`config.mk`:
```
export PLATFORM = sky130hd
export DESIGN_NAME = sorted_priority_queue_unit
export DESIGN_NICKNAME = d
export VERILOG_FILES = /design/src/sv/spq_pkg.sv /design/src/sv/spq_cell.sv /design/src/sv/sorted_priority_queue_unit.sv
export SDC_FILE = /design/constraint.sdc
export NUM_CORES = 1
export LEC_CHECK = 0
export BUFFER_PORTS_ARGS = -buffer_cell sky130_fd_sc_hd__buf_4
export CAP_MARGIN = 20
export CORE_MARGIN = 3
export CORE_UTILIZATION = 35
export DETAILED_ROUTE_END_ITERATION = 8
export GPL_ROUTABILITY_DRIVEN = 0
export SETUP_SLACK_MARGIN = 0.3
export SLEW_MARGIN = 25
export SYNTH_ARGS = -nofsm -noshare
export SYNTH_HDL_FRONTEND = slang
export SYNTH_SLANG_ARGS = --single-unit
```
`constraint.sdc`:
```
create_clock -name clk_i -period 9.4 [get_ports clk_i]
set_input_delay 0 -clock clk_i [delete_from_list [all_inputs] [get_ports clk_i]]
set_output_delay 0 -clock clk_i [all_outputs]
set_load 0.1 [all_outputs]
```
`src/sv/spq_pkg.sv`:
```
`default_nettype none

package spq_pkg;

  // Request kinds.
  localparam logic [1:0] KIND_ENQUEUE = 2'd0;
  localparam logic [1:0] KIND_POP     = 2'd1;
  localparam logic [1:0] KIND_REMOVE  = 2'd2;
  localparam logic [1:0] KIND_PEEK    = 2'd3;

  // Result status codes.
  localparam logic [1:0] STATUS_OK        = 2'd0;
  localparam logic [1:0] STATUS_EMPTY     = 2'd1;
  localparam logic [1:0] STATUS_NOT_FOUND = 2'd2;
  localparam logic [1:0] STATUS_FULL      = 2'd3;

  // Operation broadcast to every cell of the chain.
  localparam logic [1:0] CELL_HOLD   = 2'd0;
  localparam logic [1:0] CELL_INSERT = 2'd1;
  localparam logic [1:0] CELL_SHIFT  = 2'd2;
  localparam logic [1:0] CELL_REMOVE = 2'd3;

  typedef struct packed {
    logic [1:0] kind;
    logic [7:0] letter;
    logic [7:0] priority_req;
  } in_t;

  typedef struct packed {
    logic [1:0] status;
    logic [7:0] out_letter;
    logic [7:0] out_priority;
    logic [4:0] count;
    logic       empty_res;
  } out_t;

endpackage

`default_nettype wire

```
`src/sv/spq_cell.sv`:
```
`default_nettype none

module spq_cell #(
  parameter int PRIORITY_BITS = 8
) (
  input  wire logic                     clk_i,
  input  wire logic [1:0]               op_i,
  input  wire logic                     occ_i,
  input  wire logic                     prev_lt_i,
  input  wire logic [7:0]               new_letter_i,
  input  wire logic [PRIORITY_BITS-1:0] new_prio_i,
  input  wire logic [7:0]               left_letter_i,
  input  wire logic [PRIORITY_BITS-1:0] left_prio_i,
  input  wire logic [7:0]               right_letter_i,
  input  wire logic [PRIORITY_BITS-1:0] right_prio_i,
  output logic      [7:0]               letter_o,
  output logic      [PRIORITY_BITS-1:0] prio_o,
  output logic                          lt_o,
  output logic                          hit_o
);

  logic [7:0]               letter_q, letter_d;
  logic [PRIORITY_BITS-1:0] prio_q, prio_d;
  logic                     ge;

  // Entries are sorted, so the cells holding a smaller priority form a prefix
  // and the first cell that is not smaller sits right after that prefix.
  assign lt_o  = occ_i && (prio_q < new_prio_i);
  assign ge    = occ_i && !lt_o;
  assign hit_o = ge && prev_lt_i && (prio_q == new_prio_i);

  always_comb begin
    letter_d = letter_q;
    prio_d   = prio_q;
    case (op_i)
      spq_pkg::CELL_INSERT: begin
        if (!lt_o) begin
          if (prev_lt_i) begin
            letter_d = new_letter_i;
            prio_d   = new_prio_i;
          end else begin
            letter_d = left_letter_i;
            prio_d   = left_prio_i;
          end
        end
      end
      spq_pkg::CELL_SHIFT: begin
        letter_d = right_letter_i;
        prio_d   = right_prio_i;
      end
      spq_pkg::CELL_REMOVE: begin
        // The matching entry is overwritten as everything behind it moves one place forward.
        if (ge) begin
          letter_d = right_letter_i;
          prio_d   = right_prio_i;
        end
      end
      default: begin
        letter_d = letter_q;
        prio_d   = prio_q;
      end
    endcase
  end

  always_ff @(posedge clk_i) begin
    letter_q <= letter_d;
    prio_q   <= prio_d;
  end

  assign letter_o = letter_q;
  assign prio_o   = prio_q;

endmodule

`default_nettype wire

```
`src/sv/sorted_priority_queue_unit.sv`:
```
// Sorted priority queue built as a chain of entry cells.
//
// Input channel (in_valid_i/in_ready_o/in_data_i) carries one request per
// transaction: enqueue, pop head, remove first entry of a given priority, or
// peek. The head is the entry with the smallest priority; equal priorities
// leave last in, first out. Each request yields exactly one result on the
// output channel (out_valid_o/out_ready_i/out_data_o) with status, the
// removed or head entry, the entry count and an empty flag.
//
// out_valid_o rises in the cycle after acceptance. Throughput is one
// transaction per cycle: every cell compares its own priority against the
// request at once and moves its entry to a neighbor in the same edge, and
// the result register accepts a new request whenever it is empty or being
// read in that cycle.
//
// Reset clears the entry count and the result valid flag; cell contents are
// not cleared and are never read before being written. When the receiver
// stalls, the result is held and in_ready_o drops until it is taken.
`default_nettype none

module sorted_priority_queue_unit #(
  parameter int QUEUE_DEPTH   = 16,
  parameter int PRIORITY_BITS = 8
) (
  input  wire logic          clk_i,
  input  wire logic          rst_ni,
  input  wire logic          in_valid_i,
  output logic               in_ready_o,
  input  wire spq_pkg::in_t  in_data_i,
  output logic               out_valid_o,
  input  wire logic          out_ready_i,
  output spq_pkg::out_t      out_data_o
);

  localparam int CW = $clog2(QUEUE_DEPTH + 1);

  logic [CW-1:0]            count_q, count_d;
  logic                     out_valid_q;
  spq_pkg::out_t            out_q, out_d;
  logic                     accept;
  logic [1:0]               op;
  logic [PRIORITY_BITS-1:0] req_prio;
  logic                     is_empty, is_full, found;

  logic [7:0]               cell_letter [QUEUE_DEPTH];
  logic [PRIORITY_BITS-1:0] cell_prio   [QUEUE_DEPTH];
  logic [QUEUE_DEPTH-1:0]   cell_lt, cell_hit, cell_occ;
  logic [7:0]               hit_letter;
  logic [PRIORITY_BITS-1:0] hit_prio;

  assign in_ready_o = !out_valid_q || out_ready_i;
  assign accept     = in_valid_i && in_ready_o;
  assign req_prio   = PRIORITY_BITS'(in_data_i.priority_req);
  assign is_empty   = (count_q == '0);
  assign is_full    = (count_q == CW'(QUEUE_DEPTH));
  assign found      = |cell_hit;

  for (genvar k = 0; k < QUEUE_DEPTH; k++) begin : g_cell
    logic                     prev_lt;
    logic [7:0]               left_letter, right_letter;
    logic [PRIORITY_BITS-1:0] left_prio, right_prio;

    assign cell_occ[k] = (count_q > CW'(k));

    if (k == 0) begin : g_head
      assign prev_lt     = 1'b1;
      assign left_letter = in_data_i.letter;
      assign left_prio   = req_prio;
    end else begin : g_body
      assign prev_lt     = cell_lt[k-1];
      assign left_letter = cell_letter[k-1];
      assign left_prio   = cell_prio[k-1];
    end

    if (k == QUEUE_DEPTH - 1) begin : g_tail
      assign right_letter = '0;
      assign right_prio   = '0;
    end else begin : g_inner
      assign right_letter = cell_letter[k+1];
      assign right_prio   = cell_prio[k+1];
    end

    spq_cell #(
      .PRIORITY_BITS(PRIORITY_BITS)
    ) u_cell (
      .clk_i         (clk_i),
      .op_i          (op),
      .occ_i         (cell_occ[k]),
      .prev_lt_i     (prev_lt),
      .new_letter_i  (in_data_i.letter),
      .new_prio_i    (req_prio),
      .left_letter_i (left_letter),
      .left_prio_i   (left_prio),
      .right_letter_i(right_letter),
      .right_prio_i  (right_prio),
      .letter_o      (cell_letter[k]),
      .prio_o        (cell_prio[k]),
      .lt_o          (cell_lt[k]),
      .hit_o         (cell_hit[k])
    );
  end

  // At most one cell reports a hit, so an OR over masked entries selects it.
  always_comb begin
    hit_letter = '0;
    hit_prio   = '0;
    for (int k = 0; k < QUEUE_DEPTH; k++) begin
      if (cell_hit[k]) begin
        hit_letter = hit_letter | cell_letter[k];
        hit_prio   = hit_prio | cell_prio[k];
      end
    end
  end

  always_comb begin
    op      = spq_pkg::CELL_HOLD;
    count_d = count_q;
    out_d   = '0;
    case (in_data_i.kind)
      spq_pkg::KIND_ENQUEUE: begin
        if (is_full) begin
          out_d.status = spq_pkg::STATUS_FULL;
        end else begin
          op      = spq_pkg::CELL_INSERT;
          count_d = count_q + CW'(1);
        end
      end
      spq_pkg::KIND_POP: begin
        if (is_empty) begin
          out_d.status = spq_pkg::STATUS_EMPTY;
        end else begin
          op                 = spq_pkg::CELL_SHIFT;
          count_d            = count_q - CW'(1);
          out_d.out_letter   = cell_letter[0];
          out_d.out_priority = 8'(cell_prio[0]);
        end
      end
      spq_pkg::KIND_REMOVE: begin
        if (is_empty) begin
          out_d.status = spq_pkg::STATUS_EMPTY;
        end else if (!found) begin
          out_d.status = spq_pkg::STATUS_NOT_FOUND;
        end else begin
          op                 = spq_pkg::CELL_REMOVE;
          count_d            = count_q - CW'(1);
          out_d.out_letter   = hit_letter;
          out_d.out_priority = 8'(hit_prio);
        end
      end
      default: begin
        if (is_empty) begin
          out_d.status = spq_pkg::STATUS_EMPTY;
        end else begin
          out_d.out_letter   = cell_letter[0];
          out_d.out_priority = 8'(cell_prio[0]);
        end
      end
    endcase
    out_d.count     = 5'(count_d);
    out_d.empty_res = (count_d == '0);
    if (!accept) begin
      op      = spq_pkg::CELL_HOLD;
      count_d = count_q;
    end
  end

  always_ff @(posedge clk_i or negedge rst_ni) begin
    if (!rst_ni) begin
      count_q     <= '0;
      out_valid_q <= 1'b0;
    end else begin
      count_q <= count_d;
      if (accept) begin
        out_valid_q <= 1'b1;
      end else if (out_ready_i) begin
        out_valid_q <= 1'b0;
      end
    end
  end

  always_ff @(posedge clk_i) begin
    if (accept) begin
      out_q <= out_d;
    end
  end

  assign out_valid_o = out_valid_q;
  assign out_data_o  = out_q;

endmodule

`default_nettype wire

```
==> flow_metrics.env, run 1 <==
export IMPL_worst_path_largest_cell_delay_ps=900
export IMPL_grt_pass1_vias=15500
export IMPL_seq_area_frac_synth=0.446
export IMPL_syn_inst=1878
export IMPL_worst_pin_slew_ps=1070
export IMPL_cts_hold_buf=21
export IMPL_path_common_cell="a21oi_1"
export IMPL_fmax_mhz=163
export IMPL_cts_htree_levels=2
export IMPL_insertedDiodeCount=0
export IMPL_drv_cap=0
export IMPL_cts_setup_buffers=0
export IMPL_yosysTopAreaCell="edfxtp_1"
export IMPL_cts_made_buffers=35
export IMPL_setup_viol=0
export IMPL_syn_nets=2034
export IMPL_track_usage=0.224
export IMPL_fin_skew_ps=29.6
export IMPL_final_cell_mix="nand2_1 (288), edfxtp_1 (280), mux2i_1 (232)"
export IMPL_hold_viol=0
export IMPL_grt_start_max_net_pins=237
export IMPL_synth_edf_count=280
export IMPL_ios=48
export IMPL_drc=0
export IMPL_avgViaCountPerCell=6.11
export IMPL_wl_um=65500
export IMPL_r2r_setup_slack_ps=3570
export IMPL_postRouteAntennaNets=0
export IMPL_max_vdd_ir_drop_mv=0.128
export IMPL_r2r_end="g_cell[0].u_cell.letter_o[4]$_DFFE_PP_"
export IMPL_ys_ff_latch=286
export IMPL_fin_crit_sh=0.654
export IMPL_portBuffers=47
export IMPL_synth_cell_types=64
export IMPL_drt_pass1_iterations=7
export IMPL_cp_data_required_time_ps=9710
export IMPL_post_dp_hpwl_um=46800
export IMPL_drt_initial_drc_count=1720
export IMPL_syn_area_um2=19200
export IMPL_slowest_stage="and3_1"
export IMPL_dpl_cell_count=2524
export IMPL_r2r_cells=11
export IMPL_fillers=5254
export IMPL_power_mw=5.00
export IMPL_tns_ps=0
export IMPL_yosys_warnings=0
export IMPL_clockRootBuffer="clkbuf_16"
export IMPL_p_leak_nw=7.63
export IMPL_synth_top_cell_area_share=0.438
export IMPL_arrival_ps=6460
export IMPL_fp_dieArea_um2=57700
export IMPL_holdWs_ps=37.6
export IMPL_crit_family="buffers and inverters"
export IMPL_final_util=0.401
export IMPL_initial_core_util=0.355
export IMPL_endpoint_kind="flop"
export IMPL_min_to="g_cell[15].u_cell.prio_o[4]$_SDFFCE_PN0P_"
export IMPL_rr_startpoint="g_cell[2].u_cell.prio_o[1]$_DFFE_PP_"
export IMPL_cts_clk_slew_worst_paths_ps=60
export IMPL_fp_coreArea_um2=54000
export IMPL_drv_slew=0
export IMPL_instances_no_fill=2607
export IMPL_dieHeight_um=240
export IMPL_fin_crit_ps=6150
export IMPL_nets=2042
export IMPL_worst_path_max_fanout=236
export IMPL_hold_path_depth=3
export IMPL_synthToLayoutAreaGrowth_pct=13.0
export IMPL_num_vias=15900
export IMPL_powerDensity_nw_per_um2=231
export IMPL_rsz0062_at_grt="no"
export IMPL_clk_latency_ps=560
export IMPL_synth_area_per_cell_um2=10.2
export IMPL_cts_tree="yes"
export IMPL_drive_gt1_frac=0.102
export IMPL_critPathLaunchType="input pin"
export IMPL_crit_chain="dlygate4sd3_1, buf_4, inv_1, ha_1, a21oi_1, nand2_1, a21oi_1, o211a_1, and3_1, or4_1, o31ai_4, a21oi_4, buf_12, mux2_4"
export IMPL_die_w_um=240
export IMPL_critical_path_class="in2reg"
export IMPL_cts_resized=0
export IMPL_hold_path_class="in2reg"
export IMPL_grt_overflow=0
export IMPL_relSlewSlack=0.285
export IMPL_critPathBufInv=4
export IMPL_holdCritStartpoint="in_data_i[4]"
export IMPL_synthFlopType="edfxtp_1"
export IMPL_clock_path_buffers=3
export IMPL_async_flop_share=0.0210
export IMPL_grt_antenna_before_repair=1
export IMPL_cts_sinks=286
export IMPL_row_count=85
export IMPL_grt_pass1_wl_um=97800
export IMPL_synthTopCellsByArea="edfxtp_1 (44%), mux2i_1 (12%), ha_1 (8.7%)"
export IMPL_wire_per_inst_um=25.1
export IMPL_final_common_cell="nand2_1"
export IMPL_run_status="finished clean"
-- report_power, final --
part / internal (mW) / total (mW) / leakage [nW] / switching, mW
logic: 0.644 / 1.74 / 4.42 / 1.10
clock network: 0.767 / 1.34 / 0.535 / 0.570
registers: 1.71 / 1.93 / 2.67 / 0.223
total: 3.12 / 5.00 / 7.63 / 1.89
-- per-stage QoR --
| step | setup WS (ps) | instance area, um^2 |
|---|---|---|
| after floorplan | 4530 | 19200 |
| after global placement | 3460 | 20300 |
| after detailed placement | 3320 | 20300 |
| after CTS | 3320 | 21600 |
| after global routing | 2960 | 21700 |
| final | 3250 | 21700 |
-- how the worst max path moves through the flow --
stage / start / to / slack (ps) / depth (start not counted)
floorplan: count_q[1]$_DFFE_PN0P_ / g_cell[15].u_cell.letter_o[0]$_SDFFCE_PN0P_ / 4530 / 13
global placement: in_data_i[6] / g_cell[1].u_cell.letter_o[2]$_DFFE_PP_ / 3460 / 13
detailed placement: in_data_i[6] / g_cell[1].u_cell.letter_o[4]$_DFFE_PP_ / 3320 / 13
CTS: in_data_i[6] / g_cell[1].u_cell.prio_o[3]$_DFFE_PP_ / 3320 / 14
global route: in_data_i[6] / g_cell[0].u_cell.letter_o[4]$_DFFE_PP_ / 2960 / 14
finish: in_data_i[6] / g_cell[0].u_cell.letter_o[4]$_DFFE_PP_ / 3250 / 14
-- layout make-up --
cell class	count	area, um^2	area share
multi-input combinational	1417	10100	0.467
sequential	286	8560	0.395
clock buffer	43	936	0.0432
tap	696	871	0.0402
timing repair buffer	105	857	0.0395
clock inverter	19	173	0.00796
inverter	41	154	0.00710
-- tightest hold or removal path: cells and delay by family --
kind          cells  cell delay, ps
simple gates      1              80
buf+inv           1             260
mux               1             120
-- synthesized netlist by cell type (all sizes together), types with 3 or more instances --
cell and count:
o21ai 254, nand4 30, o211a 4, and4 11, nor4b 5, nand2b 5, ha 134, a22o 47
nand3 21, nor2 59, a222oi 16, buf 44, o21a 5, or2 4, o211ai 10, a221oi 34
a21o 16, and3 8, or4 3, nand2 289, inv 41, edfxtp 280, a41oi 3, a211oi 7
clkbuf 90, dfrtp 6, a221o 4, mux2i 232, nand3b 5, a21oi 86, nor4 8, a31oi 3
a22oi 34, nor3 14, nor2b 12, or3 8, and2 4, o22ai 4, mux2 11
-- sequential cells by signal (all words and copies together), names as in the netlist --
signal,flops
out_valid_o,1
g_cell.u_cell.letter_o,128
count_q,5
g_cell.u_cell.prio_o,128
out_data_o,24
-- layer usage --
layer,up-vias,global-route usage,part of all wire
li1,7198,-,-
met1,7695,0.290,0.41
met3,217,0.0329,0.076
met4,0,0.116,0.055
met2,810,0.364,0.46
met5,-,0,0
-- kinds of logic after synthesis --
group	count (synthesis)	synth area share
buffers and inverters	175	0.0397
AO/OA/AOI/OAI	543	0.179
flip-flops	286	0.446
AND/OR/NAND/NOR	495	0.118
XOR/XNOR	2	0.000913
multiplexers	243	0.129
adder cells (fa/ha/maj)	134	0.0874
No activity file was read; power rests on OpenSTA's default activity.
==> run 2, diff against run 1 <==
==> constraint.sdc (replaced) <==
create_clock -name clk_i -period 5.54 [get_ports clk_i]
set_input_delay 0 -clock clk_i [delete_from_list [all_inputs] [get_ports clk_i]]
set_output_delay 0 -clock clk_i [all_outputs]
set_load 0.1 [all_outputs]
==> run 2 against run 1 <==
Power rose by 69%. Design area rose by 1.3%. Utilization rose by 0.51 points. Register-to-register slack got worse by 3000 ps. Clock skew fell by 3.1 ps. Critical path depth rose by 3. Critical endpoint is now g_cell[1].u_cell.letter_o[0]$_DFFE_PP_. Largest power group unchanged.
==> flow_metrics.env, run 2 (same netlist as run 1, synthesis figures left out) <==
export IMPL_cts_resized=0
export IMPL_fp_dieArea_um2=57700
export IMPL_slowest_stage="or4_1"
export IMPL_worst_path_largest_cell_delay_ps=700
export IMPL_wire_per_inst_um=25.0
export IMPL_globalRouteMet2Util=0.377
export IMPL_postRouteAntennaNets=0
export IMPL_fin_skew_ps=26.5
export IMPL_ios=48
export IMPL_r2r_end="g_cell[1].u_cell.letter_o[0]$_DFFE_PP_"
export IMPL_rr_startpoint="g_cell[7].u_cell.prio_o[7]$_DFFE_PP_"
export IMPL_max_vdd_ir_drop_mv=0.276
export IMPL_powerDensity_nw_per_um2=385
export IMPL_clock_path_buffers=3
export IMPL_min_to="g_cell[3].u_cell.prio_o[5]$_DFFE_PP_"
export IMPL_final_common_cell="nand2_1"
export IMPL_rsz0062_at_grt="no"
export IMPL_num_vias=16000
export IMPL_hold_path_depth=3
export IMPL_setup_viol=0
export IMPL_cts_sinks=286
export IMPL_holdCritStartpoint="in_data_i[5]"
export IMPL_drt_pass1_iterations=8
export IMPL_hold_path_class="in2reg"
export IMPL_clockRootBuffer="clkbuf_16"
export IMPL_worst_pin_slew_ps=1040
export IMPL_final_cell_mix="nand2_1 (289), edfxtp_1 (280), mux2i_1 (232)"
export IMPL_r2r_cells=13
export IMPL_grt_overflow=0
export IMPL_fin_crit_ps=4970
export IMPL_critPathLaunchType="input pin"
export IMPL_avgViaCountPerCell=6.06
export IMPL_run_status="finished clean"
export IMPL_crit_chain="dlygate4sd3_1, buf_4, inv_1, buf_4, ha_1, a41oi_1, o21ai_0, o31ai_1, nor3_2, or4_1, or4_1, nor3_1, nor2_2, buf_4, a21o_1, a21oi_2, buf_4"
export IMPL_critical_path_class="in2reg"
export IMPL_track_usage=0.228
export IMPL_relSlewSlack=0.308
export IMPL_hold_viol=0
export IMPL_clk_latency_ps=560
export IMPL_grt_pass1_wl_um=100000
export IMPL_cts_htree_levels=2
export IMPL_cts_tree="yes"
export IMPL_use_met3=0.0375
export IMPL_drc=0
export IMPL_tns_ps=0
export IMPL_grt_pass1_vias=16000
export IMPL_die_w_um=240
export IMPL_grt_busiest_layer="met2"
export IMPL_cts_setup_buffers=0
export IMPL_fin_crit_sh=0.896
export IMPL_wl_um=66100
export IMPL_arrival_ps=5220
export IMPL_dpl_cell_count=2564
export IMPL_nets=2080
export IMPL_path_common_cell="buf_4"
export IMPL_post_dp_hpwl_um=48600
export IMPL_cts_made_buffers=34
export IMPL_drv_cap=0
export IMPL_grt_antenna_before_repair=3
export IMPL_synthToLayoutAreaGrowth_pct=14.5
export IMPL_drive_gt1_frac=0.117
export IMPL_use_met1=0.294
export IMPL_power_mw=8.45
export IMPL_portBuffers=47
export IMPL_cts_hold_buf=20
export IMPL_worst_path_max_fanout=23
export IMPL_final_util=0.406
export IMPL_p_leak_nw=7.82
export IMPL_crit_family="simple AND/OR/NAND/NOR gates"
export IMPL_fp_coreArea_um2=54000
export IMPL_fmax_mhz=201
export IMPL_cts_clk_slew_worst_paths_ps=60
export IMPL_dieHeight_um=240
export IMPL_r2r_setup_slack_ps=610
export IMPL_critPathBufInv=6
export IMPL_initial_core_util=0.355
export IMPL_endpoint_kind="flop"
export IMPL_drt_initial_drc_count=1745
export IMPL_instances_no_fill=2646
export IMPL_cp_data_required_time_ps=5790
export IMPL_drv_slew=0
export IMPL_grt_start_max_net_pins=118
export IMPL_row_count=85
run 2: changes by cell type in the layout (fill, tap and decap cells not counted), sizes merged:
cell,previous run,this run
buf,84,124
bufinv,2,1
clkinv,13,14
clkinvlp,4,1
diode,0,1
dlygate4sd3,21,20
inv,41,43
run 2: routing by layer:
metal,routed length [um],share of wire,up-vias
met5,26,0.00039,-
met2,31000,0.47,736
met4,3240,0.049,4
met1,26900,0.41,7818
met3,4970,0.075,191
li1,-,-,7286
run 2: worst max path at each step:
| stage | from | to | slack (ps) | cells after the start |
|---|---|---|---|---|
| 6_report | in_data_i[6] | g_cell[1].u_cell.letter_o[0]$_DFFE_PP_ | 570 | 17 |
| 5_1_grt | in_data_i[6] | g_cell[14].u_cell.letter_o[0]$_DFFE_PP_ | 450 | 17 |
| 2_1_floorplan | count_q[1]$_DFFE_PN0P_ | g_cell[15].u_cell.letter_o[0]$_SDFFCE_PN0P_ | 670 | 13 |
| 3_5_place_dp | in_data_i[6] | g_cell[14].u_cell.letter_o[4]$_DFFE_PP_ | 690 | 16 |
| 3_3_place_gp | in_data_i[6] | g_cell[14].u_cell.letter_o[4]$_DFFE_PP_ | 800 | 16 |
| 4_1_cts | in_data_i[6] | g_cell[14].u_cell.letter_o[0]$_DFFE_PP_ | 700 | 17 |
run 2: metrics by stage:
step           instance area [um^2]  hold WS, ps  setup slack (ps)
5_1_grt                       22000         5.38               449
6_report                      22000         5.52               574
3_3_place_gp                  20700         -181               803
2_1_floorplan                 19200         -296               671
4_1_cts                       21900         1.99               698
3_5_place_dp                  20700         -179               686
run 2: power by group:
group          switching [mW]  leakage (nW)  internal [mW]
clock network           0.983         0.525           1.24
logic                    1.85          4.63           1.12
registers               0.361          2.67           2.89
total                    3.20          7.82           5.25
run 2: layout make-up:
type	instances	area, um^2
clock inverters	18	161
multi-input cells	1417	10100
inverters	41	154
flip-flops and latches	286	8560
well taps	696	871
repair buffers	144	1210
clock buffers	43	915
diodes	1	2.50
fillers	5227	32100
run 2: worst register-to-register path, stage by stage, from the launching register on:
cell      delay (ps)
edfxtp_1         450
ha_1             320
and3_1           220
a221oi_1         350
nor4b_1          370
nor4b_2          130
or4_1            530
or4_1            700
nor3_1           510
nor2_2            90
buf_4            270
a21o_1           240
a21oi_2          180
buf_4            270
